`config.mk`:
```
export PLATFORM = sky130hd
export DESIGN_NAME = sepf_decide
export DESIGN_NICKNAME = d
export VERILOG_FILES = /design/src/rtl/sepf_pkg.sv /design/src/rtl/sepf_decide.sv
export SDC_FILE = /design/constraint.sdc
export NUM_CORES = 1
export LEC_CHECK = 0
export ABC_AREA = 1
export CAP_MARGIN = 5
export CORE_MARGIN = 10
export CORE_UTILIZATION = 55
export CTS_BUF_LIST = sky130_fd_sc_hd__clkbuf_2 sky130_fd_sc_hd__clkbuf_4 sky130_fd_sc_hd__clkbuf_8
export DETAILED_ROUTE_END_ITERATION = 10
export DONT_BUFFER_PORTS = 1
export PLACE_DENSITY = 0.74
export RECOVER_POWER = 50
export SLEW_MARGIN = 10
export SYNTH_ARGS = -nofsm -noshare
export SYNTH_HDL_FRONTEND = slang
export SYNTH_SLANG_ARGS = --single-unit
```
`constraint.sdc`:
```
create_clock -name clock -period 1.63 [get_ports clock]
set_input_delay 0.326 -clock clock [delete_from_list [all_inputs] [get_ports clock]]
set_output_delay 0.326 -clock clock [all_outputs]
set_load 0.1 [all_outputs]
```
`src/rtl/sepf_pkg.sv`:
```
// Shared types, constants and field layout for the session expiry packet filter.
// No dependencies; every other file in rtl/ imports this package.

package sepf_pkg;

   // session table geometry
   localparam int unsigned TABLE_DEPTH = 65536;
   localparam int unsigned TABLE_AW    = (TABLE_DEPTH > 1) ? $clog2(TABLE_DEPTH) : 1;
   localparam int unsigned PORT_W      = 16;
   localparam logic [PORT_W:0] TABLE_DEPTH_EXT = (PORT_W + 1)'(TABLE_DEPTH);
   localparam logic [TABLE_AW-1:0] TABLE_LAST_ADDR = TABLE_AW'(TABLE_DEPTH - 1);

   // stored slot: only the two guard bits that drive the action are kept
   localparam int unsigned GUARD_KEEP_W = 2;
   localparam int unsigned TIME_W       = 64;
   localparam int unsigned SLOT_W       = GUARD_KEEP_W + TIME_W;

   // frame parsing (20-byte IP header assumed)
   localparam logic [5:0] POS_ETYPE_HI = 6'd12;
   localparam logic [5:0] POS_ETYPE_LO = 6'd13;
   localparam logic [5:0] POS_PROTO    = 6'd23;
   localparam logic [5:0] POS_SPORT_HI = 6'd34;
   localparam logic [5:0] POS_SPORT_LO = 6'd35;
   localparam logic [5:0] MIN_FRAME    = 6'd54;
   localparam logic [7:0] ETYPE_IPV4_HI = 8'h08;
   localparam logic [7:0] ETYPE_IPV4_LO = 8'h00;
   localparam logic [7:0] PROTO_TCP     = 8'd6;

   // command kinds carried in req_tuser
   localparam logic CMD_PKT_BYTE   = 1'b0;
   localparam logic CMD_SLOT_WRITE = 1'b1;

   // action codes
   localparam logic [1:0] ACTION_DROP = 2'd1;
   localparam logic [1:0] ACTION_PASS = 2'd2;

   // request tdata layout, lowest bit first
   localparam int unsigned REQ_TDATA_W = 216;
   localparam int unsigned REQ_BYTE_LSB   = 0;
   localparam int unsigned REQ_NOW_LSB    = 8;
   localparam int unsigned REQ_WIDX_LSB   = 72;
   localparam int unsigned REQ_GUARD_LSB  = 88;
   localparam int unsigned REQ_EXPIRY_LSB = 152;

   // response tdata layout, lowest bit first
   localparam int unsigned RSP_TDATA_W = 24;
   localparam int unsigned RSP_USED_W  = 19;

   // slot write toward the table
   typedef struct packed {
      logic                    en;
      logic [TABLE_AW-1:0]     addr;
      logic [GUARD_KEEP_W-1:0] guard;
      logic [TIME_W-1:0]       expiry;
   } slot_wr_type;

   // frame verdict context carried from the parse stage to the decision stage
   typedef struct packed {
      logic              lookup;
      logic              in_range;
      logic [PORT_W-1:0] port;
      logic [TIME_W-1:0] now;
   } verdict_ctx_type;

   // slot contents as read from the table
   typedef struct packed {
      logic [GUARD_KEEP_W-1:0] guard;
      logic [TIME_W-1:0]       expiry;
   } slot_rd_type;

endpackage

```
`src/rtl/sepf_decide.sv`:
```
// Decision stage: expiry check, guard masking and the response register.
// Depends on sepf_pkg; takes the verdict context and the slot read data.

module sepf_decide
   import sepf_pkg::*;
(
   input  logic                   clock,
   input  logic                   reset,
   input  logic                   ctx_valid,
   input  verdict_ctx_type        ctx,
   input  slot_rd_type            slot,
   output logic                   stage_ready,
   output logic                   rsp_tvalid,
   input  logic                   rsp_tready,
   output logic [RSP_TDATA_W-1:0] rsp_tdata
);

   logic [TIME_W-1:0]       delta;
   logic                    live;
   logic [GUARD_KEEP_W-1:0] mask;
   logic [1:0]              action;
   logic                    checked;
   logic [PORT_W-1:0]       port;
   logic                    rsp_valid_ff, rsp_valid_in;
   logic [RSP_USED_W-1:0]   rsp_data_ff;

   // slot is live while expiry - now is not negative
   assign delta = slot.expiry - ctx.now;
   assign live  = !delta[TIME_W-1];
   assign mask  = slot.guard & {GUARD_KEEP_W{live}};

   always_comb begin
      action  = ACTION_PASS;
      checked = 1'b0;
      port    = '0;
      if (ctx.lookup) begin
         checked = 1'b1;
         port    = ctx.port;
         if (!ctx.in_range) begin
            action = ACTION_DROP;
         end else begin
            action = {mask[1], !mask[0]};
         end
      end
   end

   // response register
   assign stage_ready = !rsp_valid_ff || rsp_tready;

   always_comb begin
      rsp_valid_in = rsp_valid_ff;
      if (stage_ready) begin
         rsp_valid_in = ctx_valid;
      end
   end

   always_ff @(posedge clock) begin
      if (reset) begin
         rsp_valid_ff <= 1'b0;
      end else begin
         rsp_valid_ff <= rsp_valid_in;
      end
   end

   always_ff @(posedge clock) begin
      if (stage_ready && ctx_valid) begin
         rsp_data_ff <= {port, checked, action};
      end
   end

   assign rsp_tvalid = rsp_valid_ff;
   assign rsp_tdata  = {(RSP_TDATA_W - RSP_USED_W)'(0), rsp_data_ff};

endmodule

```
==> out/metrics.cfg <==
[critical_path]
cp_max_fo = 2
crit_required_ns = 1.65
critPathBufInv = 1
crit_cells = 13
cp_cell_sequence = inv_1 -> ha_1 -> nand2_1 -> nor2_1 -> nand4_1 -> nor2_2 -> nand2_1 -> nand2_1 -> nor2_2 -> nand2_1 -> nand2_1 -> nand3b_1 -> nand2_1
cp_data_arrival_time_ns = 1.59
crit_path_frequent_cell = nand2_1
r2r_cells = 2
cp_top_family = simple AND/OR/NAND/NOR gates
start_kind = input port
worstSetupPathType = in -> reg
startpoint = ctx[46]
cpMaxStageDelayCell = ha_1
slowest_delay_ns = 0.28
reg2reg_from = rsp_tvalid$_SDFFE_PP0N_
crit_path_end_kind = flop

[yosys]
synthFlopType = edfxtp_1
synth_cells = 364
synth_edf_count = 19
syn_area_um2 = 2540
synth_area_per_cell_um2 = 6.978
synth_cell_type_count = 20
ys_ff_latch = 20
yosysWarnings = 0
ys_async_sr_fraction = 0
seq_area_frac_synth = 0.2325

[die]
core_area_um2 = 4414
pin_count = 178
start_util = 0.5754
design.die.area_um2 = 7736
dieHeight_um = 87.96
fp-row-count = 24
die_x_um = 87.96

[drt]
top_layer = met4
dr_total_vias = 2297
ant_nets = 0
routedWlPerCell_um = 17.29
routed_wl_um = 7575
met2_length_um = 3979
drt_iter0_markers = 80
via_per_inst = 5.244
drc = 0
wl_met1_um = 2445
met3_length_um = 881
drtPass1Iterations = 6

[cells_and_area]
final_cell_mix = 100 x nand2_1, 81 x inv_1, 32 x ha_1
multi_input_area_um2 = 1927
register_area_um2 = 590.6
drive_gt1_frac = 0.2409
postLayoutCellArea_um2 = 3227
synthToLayoutAreaGrowth_pct = 27.04
final_common_cell = nand2_1
num-fill-cells = 340
final_cells = 438
n_antenna_cell = 0
nNetsFinal = 601

[pwr]
p_comb_frac = 0.436
p_int_mw = 1.206
power_switching_mw = 0.7404
p_total_mw = 1.947
power_switching_share = 0.3804
p_leak_nw = 1.791
powerDensity_nw_per_um2 = 603.2
p_seq_frac = 0.314
vdd_ir_drop_max_mv = 0.4849
p_clk_frac = 0.250

[placed_design]
place_hpwl_um = 6646
place_area_um2 = 3049
io_buffers = 0
gp_congestion = 0.7825
placed_cells = 434

[global_routing]
grt_pass1_wl_um = 10320
grt_max_degree = 20
track_usage = 0.1677
grt_antenna_before_repair = 0
grt_pass1_vias = 2356
grt_overflow = 0

[clock_network]
postCtsHoldBufs = 0
clock_latency_ns = 0.26
htreeDepth = 1
cts_tree = yes
clock-root-buffer = clkbuf_8
cts_made_buffers = 3
cts_sinks = 20
clk_pin_slew_ns = 0.07
ctsResizeCount = 0
cts_setup_buffers = 0
cts.path.max_buffers = 2

[worst_hold_path]
hold_depth = 1
min-delay-start = reset
hold_class = in -> reg

[timing]
slew_violations = 0
tightestPinTransition_ns = 0.5305
skew_ns = 0.002758
fmax_ghz = 0.6382
hold_violations = 0
setup_viol = 0
timing.hold.ws_ns = 0.1335
relSlewSlack = 0.6451
fin_crit_sh = 0.9612
period_needed_ns = 1.567

[status]
status = complete, no violations

[job]
cap_viol_max_count = 0

[path summary, 6_finish.rpt]
kind	slack, ns	end
setup / recovery	0.06	rsp_data_ff[1]$_SDFFCE_PN1P_
hold / removal	0.13	rsp_tvalid$_SDFFE_PP0N_
setup reg to reg	0.38	rsp_data_ff[13]$_SDFFCE_PN0P_
hold reg to reg	0.91	rsp_tvalid$_SDFFE_PP0N_
[stage by stage]
stage / utilization / setup TNS, ns / setup slack, ns
2_1_floorplan: - / -0.05225 / -0.02624
3_3_place_gp: 0.6908 / -0.2824 / -0.1479
3_5_place_dp: 0.6908 / -0.3848 / -0.2001
4_1_cts: 0.7069 / 0 / 0.07739
5_1_grt: 0.7310 / -0.03914 / -0.02306
6_report: 0.7310 / 0 / 0.06321
[metal layers]
metal	track usage	vias up
met2	0.3280	124
met3	0.07521	20
li1	-	1152
met5	0	-
met1	0.1458	1001
met4	0.05652	0
[cells in the mapped netlist, types with 2 or more instances]
master	number	area [um^2]
inv_1	106	397.9
nand2_1	103	386.6
ha_1	62	775.7
a21oi_1	26	130.1
edfxtp_1	19	570.6
nor2_1	13	48.80
buf_4	6	45.04
nand3_1	5	25.02
nand4_1	5	31.28
o21ai_0	5	25.02
o21a_1	3	22.52
nor2_2	2	12.51
nor3_1	2	10.01
[power by group through the flow]
stage               clock [mW]  combinational (mW)  sequential (mW)
floorplan                    0               0.447            0.861
global placement             0               0.785            0.622
detailed placement           0               0.815            0.624
CTS                      0.498               0.819            0.613
global route             0.517               0.938            0.616
finish                   0.486               0.848            0.612
[area by class of cell]
class | count | share of cell area
Clock buffer | 3 | 0.01280
Clock inverter | 1 | 0.009306
Inverter | 106 | 0.1295
Multi-Input combinational cell | 235 | 0.5971
Sequential cell | 20 | 0.1830
Tap cell | 52 | 0.02016
Timing Repair Buffer | 21 | 0.04808
[cells by family (layout without fill, tap and decap cells)]
family | count (synthesis) | after routing | share of synthesized area
buffers and inverters | 113 | 131 | 0.1759
flip-flops | 20 | 20 | 0.2325
AND/OR/NAND/NOR | 133 | 133 | 0.2113
XOR/XNOR | 1 | 1 | 0.003449
AO/OA/AOI/OAI | 34 | 34 | 0.06995
adder cells (fa/ha/maj) | 62 | 62 | 0.3054
other | 1 | 5 | 0.001476
[state kept, by name (all words and copies together), names as in the netlist]
register     cells
rsp_data_ff     19
rsp_tvalid       1
[worst register-to-register path, stage by stage, from the launching register on]
cell      delay (ns)
dfxtp_1         0.33
a21oi_1         0.15
clkbuf_2        0.42
Note: power is estimated with default switching activity, not from simulation.
