--- config.mk ---
export PLATFORM = sky130hd
export DESIGN_NAME = sepf_parse
export DESIGN_NICKNAME = d
export VERILOG_FILES = /design/src/rtl/sepf_pkg.sv /design/src/rtl/sepf_parse.sv
export SDC_FILE = /design/constraint.sdc
export NUM_CORES = 1
export LEC_CHECK = 0
export ABC_AREA = 1
export BUFFER_PORTS_ARGS = -buffer_cell sky130_fd_sc_hd__buf_2
export CAP_MARGIN = 20
export CELL_PAD_IN_SITES_DETAIL_PLACEMENT = 1
export CELL_PAD_IN_SITES_GLOBAL_PLACEMENT = 1
export CORE_AREA = 2 2 157 159
export CTS_CLUSTER_SIZE = 25
export DETAILED_ROUTE_END_ITERATION = 10
export DIE_AREA = 0 0 159 161
export PLACE_DENSITY = 0.74
export SLEW_MARGIN = 25
export SYNTH_ARGS = -nofsm -noshare
export SYNTH_HDL_FRONTEND = slang
export SYNTH_SLANG_ARGS = --single-unit
--- constraint.sdc ---
create_clock -name clock -period 3.7 [get_ports clock]
set_input_delay 0.185 -clock clock [delete_from_list [all_inputs] [get_ports clock]]
set_output_delay 0.185 -clock clock [all_outputs]
set_load 0.02 [all_outputs]
--- src/rtl/sepf_pkg.sv ---
// Shared types, constants and field layout for the session expiry packet filter.
// No dependencies; every other file in rtl/ imports this package.

package sepf_pkg;

   // session table geometry
   localparam int unsigned TABLE_DEPTH = 65536;
   localparam int unsigned TABLE_AW    = (TABLE_DEPTH > 1) ? $clog2(TABLE_DEPTH) : 1;
   localparam int unsigned PORT_W      = 16;
   localparam logic [PORT_W:0] TABLE_DEPTH_EXT = (PORT_W + 1)'(TABLE_DEPTH);
   localparam logic [TABLE_AW-1:0] TABLE_LAST_ADDR = TABLE_AW'(TABLE_DEPTH - 1);

   // stored slot: only the two guard bits that drive the action are kept
   localparam int unsigned GUARD_KEEP_W = 2;
   localparam int unsigned TIME_W       = 64;
   localparam int unsigned SLOT_W       = GUARD_KEEP_W + TIME_W;

   // frame parsing (20-byte IP header assumed)
   localparam logic [5:0] POS_ETYPE_HI = 6'd12;
   localparam logic [5:0] POS_ETYPE_LO = 6'd13;
   localparam logic [5:0] POS_PROTO    = 6'd23;
   localparam logic [5:0] POS_SPORT_HI = 6'd34;
   localparam logic [5:0] POS_SPORT_LO = 6'd35;
   localparam logic [5:0] MIN_FRAME    = 6'd54;
   localparam logic [7:0] ETYPE_IPV4_HI = 8'h08;
   localparam logic [7:0] ETYPE_IPV4_LO = 8'h00;
   localparam logic [7:0] PROTO_TCP     = 8'd6;

   // command kinds carried in req_tuser
   localparam logic CMD_PKT_BYTE   = 1'b0;
   localparam logic CMD_SLOT_WRITE = 1'b1;

   // action codes
   localparam logic [1:0] ACTION_DROP = 2'd1;
   localparam logic [1:0] ACTION_PASS = 2'd2;

   // request tdata layout, lowest bit first
   localparam int unsigned REQ_TDATA_W = 216;
   localparam int unsigned REQ_BYTE_LSB   = 0;
   localparam int unsigned REQ_NOW_LSB    = 8;
   localparam int unsigned REQ_WIDX_LSB   = 72;
   localparam int unsigned REQ_GUARD_LSB  = 88;
   localparam int unsigned REQ_EXPIRY_LSB = 152;

   // response tdata layout, lowest bit first
   localparam int unsigned RSP_TDATA_W = 24;
   localparam int unsigned RSP_USED_W  = 19;

   // slot write toward the table
   typedef struct packed {
      logic                    en;
      logic [TABLE_AW-1:0]     addr;
      logic [GUARD_KEEP_W-1:0] guard;
      logic [TIME_W-1:0]       expiry;
   } slot_wr_type;

   // frame verdict context carried from the parse stage to the decision stage
   typedef struct packed {
      logic              lookup;
      logic              in_range;
      logic [PORT_W-1:0] port;
      logic [TIME_W-1:0] now;
   } verdict_ctx_type;

   // slot contents as read from the table
   typedef struct packed {
      logic [GUARD_KEEP_W-1:0] guard;
      logic [TIME_W-1:0]       expiry;
   } slot_rd_type;

endpackage

--- src/rtl/sepf_parse.sv ---
// Input stage: accepts request words, tracks frame header fields, issues slot writes.
// Depends on sepf_pkg; feeds sepf_table and the decision stage.

module sepf_parse
   import sepf_pkg::*;
(
   input  logic                   clock,
   input  logic                   reset,
   input  logic                   req_tvalid,
   output logic                   req_tready,
   input  logic [REQ_TDATA_W-1:0] req_tdata,
   input  logic                   req_tlast,
   input  logic                   req_tuser,
   input  logic                   table_busy,
   input  logic                   stage_ready,
   output slot_wr_type            slot_wr,
   output logic                   rd_en,
   output logic [TABLE_AW-1:0]    rd_addr,
   output logic                   ctx_valid,
   output verdict_ctx_type        ctx
);

   logic [7:0]        pkt_byte;
   logic [TIME_W-1:0] now_time;
   logic [PORT_W-1:0] write_index;
   logic              accept;
   logic              frame_word;
   logic              frame_end;
   logic              s1_ready;

   logic [5:0]        pos_ff, pos_in;
   logic              etype_ok_ff, etype_ok_in;
   logic              proto_ok_ff, proto_ok_in;
   logic [PORT_W-1:0] port_ff, port_in;
   logic              ctx_valid_ff, ctx_valid_in;
   verdict_ctx_type   ctx_ff;

   // field extraction
   assign pkt_byte    = req_tdata[REQ_BYTE_LSB +: 8];
   assign now_time    = req_tdata[REQ_NOW_LSB +: TIME_W];
   assign write_index = req_tdata[REQ_WIDX_LSB +: PORT_W];

   // handshake
   assign s1_ready   = !ctx_valid_ff || stage_ready;
   assign req_tready = !table_busy && s1_ready;
   assign accept     = req_tvalid && req_tready;
   assign frame_word = accept && (req_tuser == CMD_PKT_BYTE);
   assign frame_end  = frame_word && req_tlast;

   // slot write command
   always_comb begin
      slot_wr.en     = accept && (req_tuser == CMD_SLOT_WRITE)
                       && ({1'b0, write_index} < TABLE_DEPTH_EXT);
      slot_wr.addr   = write_index[TABLE_AW-1:0];
      slot_wr.guard  = req_tdata[REQ_GUARD_LSB +: GUARD_KEEP_W];
      slot_wr.expiry = req_tdata[REQ_EXPIRY_LSB +: TIME_W];
   end

   // header field tracking
   always_comb begin
      etype_ok_in = etype_ok_ff;
      proto_ok_in = proto_ok_ff;
      port_in     = port_ff;
      pos_in      = pos_ff;
      case (pos_ff)
         POS_ETYPE_HI: etype_ok_in = (pkt_byte == ETYPE_IPV4_HI);
         POS_ETYPE_LO: etype_ok_in = etype_ok_ff && (pkt_byte == ETYPE_IPV4_LO);
         POS_PROTO:    proto_ok_in = (pkt_byte == PROTO_TCP);
         POS_SPORT_HI: port_in     = {pkt_byte, 8'h00};
         POS_SPORT_LO: port_in     = {port_ff[15:8], pkt_byte};
         default:      ;
      endcase
      if (pos_ff < MIN_FRAME) begin
         pos_in = pos_ff + 6'd1;
      end
   end

   always_ff @(posedge clock) begin
      if (reset) begin
         pos_ff      <= '0;
         etype_ok_ff <= 1'b0;
         proto_ok_ff <= 1'b0;
         port_ff     <= '0;
      end else if (frame_end) begin
         pos_ff      <= '0;
         etype_ok_ff <= 1'b0;
         proto_ok_ff <= 1'b0;
         port_ff     <= '0;
      end else if (frame_word) begin
         pos_ff      <= pos_in;
         etype_ok_ff <= etype_ok_in;
         proto_ok_ff <= proto_ok_in;
         port_ff     <= port_in;
      end
   end

   // table read at the final byte; the port is complete well before it
   assign rd_en   = frame_end;
   assign rd_addr = port_ff[TABLE_AW-1:0];

   // verdict context register
   always_comb begin
      ctx_valid_in = ctx_valid_ff;
      if (s1_ready) begin
         ctx_valid_in = frame_end;
      end
   end

   always_ff @(posedge clock) begin
      if (reset) begin
         ctx_valid_ff <= 1'b0;
      end else begin
         ctx_valid_ff <= ctx_valid_in;
      end
   end

   always_ff @(posedge clock) begin
      if (frame_end) begin
         ctx_ff.lookup   <= (pos_in >= MIN_FRAME) && etype_ok_in && proto_ok_in;
         ctx_ff.in_range <= ({1'b0, port_in} < TABLE_DEPTH_EXT);
         ctx_ff.port     <= port_in;
         ctx_ff.now      <= now_time;
      end
   end

   assign ctx_valid = ctx_valid_ff;
   assign ctx       = ctx_ff;

endmodule

==> results by group <==
Clocking
  • H-tree levels: 3
  • Number of post-CTS setup repair buffers: 0
  • TritonCTS clock tree: done
  • CTS max path bufs: 2
  • CTS root buf: clkbuf_16
  • CTS sink cnt: 106
  • Num CTS Buffers: 9
  • Worst-path clk slew: 70 ps
  • Worst-Skew Late Latency: 350 ps

Final layout
  • Post-route design area: 0.006081 mm²
  • Share of post-route cells with drive strength above 1: 43.92%
  • Final core occ: 25.38%
  • Seq. cell area: 0.002933 mm²
  • Fillers: 2,787
  • Nets: 773
  • Area Growth Syn to Fin: 28.37%
  • Post-Layout Cell Count: 875
  • # diodes: 0
  • Area of the multi-input gates: 985.9 µm²

Global routing
  • GRT overflow: 0
  • First-pass GRT wire length: 21.62 mm
  • GR Util All Layers: 11.23%
  • Initial antenna violation count: 1
  • Largest net degree at the start of global routing: 52
  • Number of global-route vias before repair: 3,517

Yosys
  • Seq/Total Area, Yosys: 61.91%
  • Synthesized area: 0.004737 mm²
  • Syn_area_per_cell: 11.70 µm²
  • Ys async rst share: 0%
  • Syn_nets: 632
  • Main synth FF type: edfxtp_1
  • Post-Syn Instances: 405
  • Yosys reg bits: 106
  • Netlist cell types: 30
  • Post-synth EDFFs: 81
  • Yosys warns: 0

Timing
  • Final min period: 2442 ps
  • Clock Skew: 5.743 ps
  • RSZ-0062 raised after global routing: false
  • Rel. slew slack: 53.57%
  • Fmax: 409.5 MHz
  • Final setup violation count: 0
  • Slew @ Worst Pin: 696.4 ps
  • Slew Viols, Final: 0
  • Fin crit share: 66.00%
  • Hold_ws: 15.30 ps
  • Fin worst setup slack: 1258 ps
  • TNS Setup: 0 ps
  • Final count of hold timing violations: 0

Power and ir drop
  • LEAKAGE: 2.517 nW
  • Worst vdd ir: 0.2012 mV
  • Clock power share: 37.0%
  • Net Sw Frac: 25.08%
  • Reg power frac: 52.9%
  • Comb pwr share: 10.1%
  • Int Pwr: 1.894 mW
  • Net Sw Power: 0.6341 mW
  • P per Cell Area: 415.8 mW/mm²
  • Power, Total: 2.528 mW

Placed design
  • Routability congestion estimate: 0.7529
  • Hpwl dp: 10.39 mm
  • Place WS: 1382 ps
  • Placed cells: 816
  • DP Area: 0.005364 mm²
  • Buffers added on ports: 179

Critical path
  • Crit path required time: 3510 ps
  • Worst EP arrival: 2260 ps
  • Worst Path Max Fanout: 32
  • Crit end category: primary output
  • Worst Path Class, Setup: reg -> out
  • Startpoint Class: flip-flop

Drt
  • First-pass DRT Iterations: 4
  • Met3 WL: 1.139 mm
  • Total number of vias: 3,318
  • Post-route DRC: 0
  • Met1 wire length: 5.609 mm
  • Initial DRC Count: 137
  • Number of routed nets with antenna violations: 0
  • Via/cell ratio: 3.792
  • Wire length per cell: 16.44 µm
  • Met2 wire len: 7.331 mm
  • Top Metal Used: met5
  • WL final: 14.39 mm

Die
  • Die area: 0.02560 mm²
  • Rows: 57
  • I/O Pins: 407
  • Core area: 0.02396 mm²
  • Die height: 161 µm
  • Die W: 159 µm
  • Initial Utilization: 19.77%

Status
  • Status: finished, final reports clean

Run
  • Maxcap violations: 0

Hold path
  • Worst Hold Class: in -> reg
-- final timing paths --
| kind | start | slack, ps | cells past startpoint | end |
|---|---|---|---|---|
| worst min-delay path | req_tdata[21] | 20 | 1 | ctx[13] |
| worst max-delay path | ctx_valid | 1260 | 7 | rd_en |
| worst min register to register | ctx_valid | 530 | 2 | ctx_valid |
| worst max register to register | ctx_valid | 1420 | 7 | ctx[14] |
-- final cells by class --
type,count,share of cell area [%]
Sequential cell,106,48.23
Timing Repair Buffer,226,22.51
Multi-Input combinational cell,177,16.21
Tap cell,324,6.667
Clock buffer,9,3.704
Inverter,26,1.667
Clock inverter,7,1.008
-- cells by family (layout without fill, tap and decap cells) --
family / count (synthesis) / count (layout) / share of synthesized area, %
buffers and inverters: 122 / 268 / 17.27
AND/OR/NAND/NOR: 117 / 117 / 11.99
flip-flops: 106 / 106 / 61.91
XOR/XNOR: 1 / 1 / 0.1849
adder cells (fa/ha/maj): 4 / 4 / 1.057
other: 1 / 1 / 0.07916
AO/OA/AOI/OAI: 54 / 54 / 7.502
-- layer usage --
layer,vias to the layer above,track usage [%]
met5,-,0
met4,2,4.669
met3,47,3.672
met2,158,19.90
met1,1555,12.40
li1,1556,-
-- cells in the mapped netlist, types with 2 or more instances --
cell type | number | area, µm²
dfxtp_1 | 25 | 500.5
buf_4 | 85 | 638.1
o21ai_2 | 21 | 183.9
nand3b_1 | 2 | 15.01
buf_2 | 7 | 35.03
nor3_1 | 3 | 15.01
nand3_2 | 3 | 30.03
edfxtp_1 | 81 | 2432
buf_6 | 4 | 45.04
nand2_2 | 2 | 12.51
nor2_2 | 8 | 50.05
ha_1 | 4 | 50.05
a21oi_1 | 5 | 25.02
nand4_1 | 2 | 12.51
inv_1 | 22 | 82.58
o21ai_0 | 20 | 100.1
nand2_1 | 36 | 135.1
nand3_4 | 2 | 35.03
o21ai_1 | 6 | 30.03
inv_2 | 2 | 7.510
nand3_1 | 14 | 70.07
nor2_1 | 43 | 161.4
-- layout by cell type, fill, tap and decap left out, drive strengths merged --
cell type	n
dlygate4sd3	43
xor2	1
nand3b	2
buf	183
clkinv	5
o21ai	47
nor2	53
o211ai	1
a21oi	6
nand4	2
nor3	3
inv	27
dfxtp	25
clkinvlp	1
conb	1
nand2	38
clkbuf	9
edfxtp	81
ha	4
nand3	19
-- sequential cells by signal (all words and copies together), names as in the netlist --
signal / flops
ctx_valid: 1
pos_ff: 6
proto_ok_ff: 1
rd_addr: 16
ctx: 81
etype_ok_ff: 1
-- critical path: stages, from the launching register on --
cell	delay (ps)
dfxtp_1	360
nand2_1	90
nand3b_1	130
nor2_2	40
buf_4	220
nand2_1	180
clkinv_2	490
buf_2	370
-- timing repair --
item,4_1_cts,5_1_grt
setup endpoints to repair,0,0
resized for setup,0,0
hold buffers,43,0
hold endpoints to repair,43,0
-- power by group through the flow --
stage                     logic (mW)  registers [mW]  clock network [mW]
final                          0.255            1.34               0.936
after global routing           0.278            1.34                1.01
after CTS                      0.258            1.34               0.974
after detailed placement       0.220            1.36                   0
after global placement         0.215            1.36                   0
after floorplan                0.201            1.40                   0
Note: power is estimated with default switching activity, not from simulation.
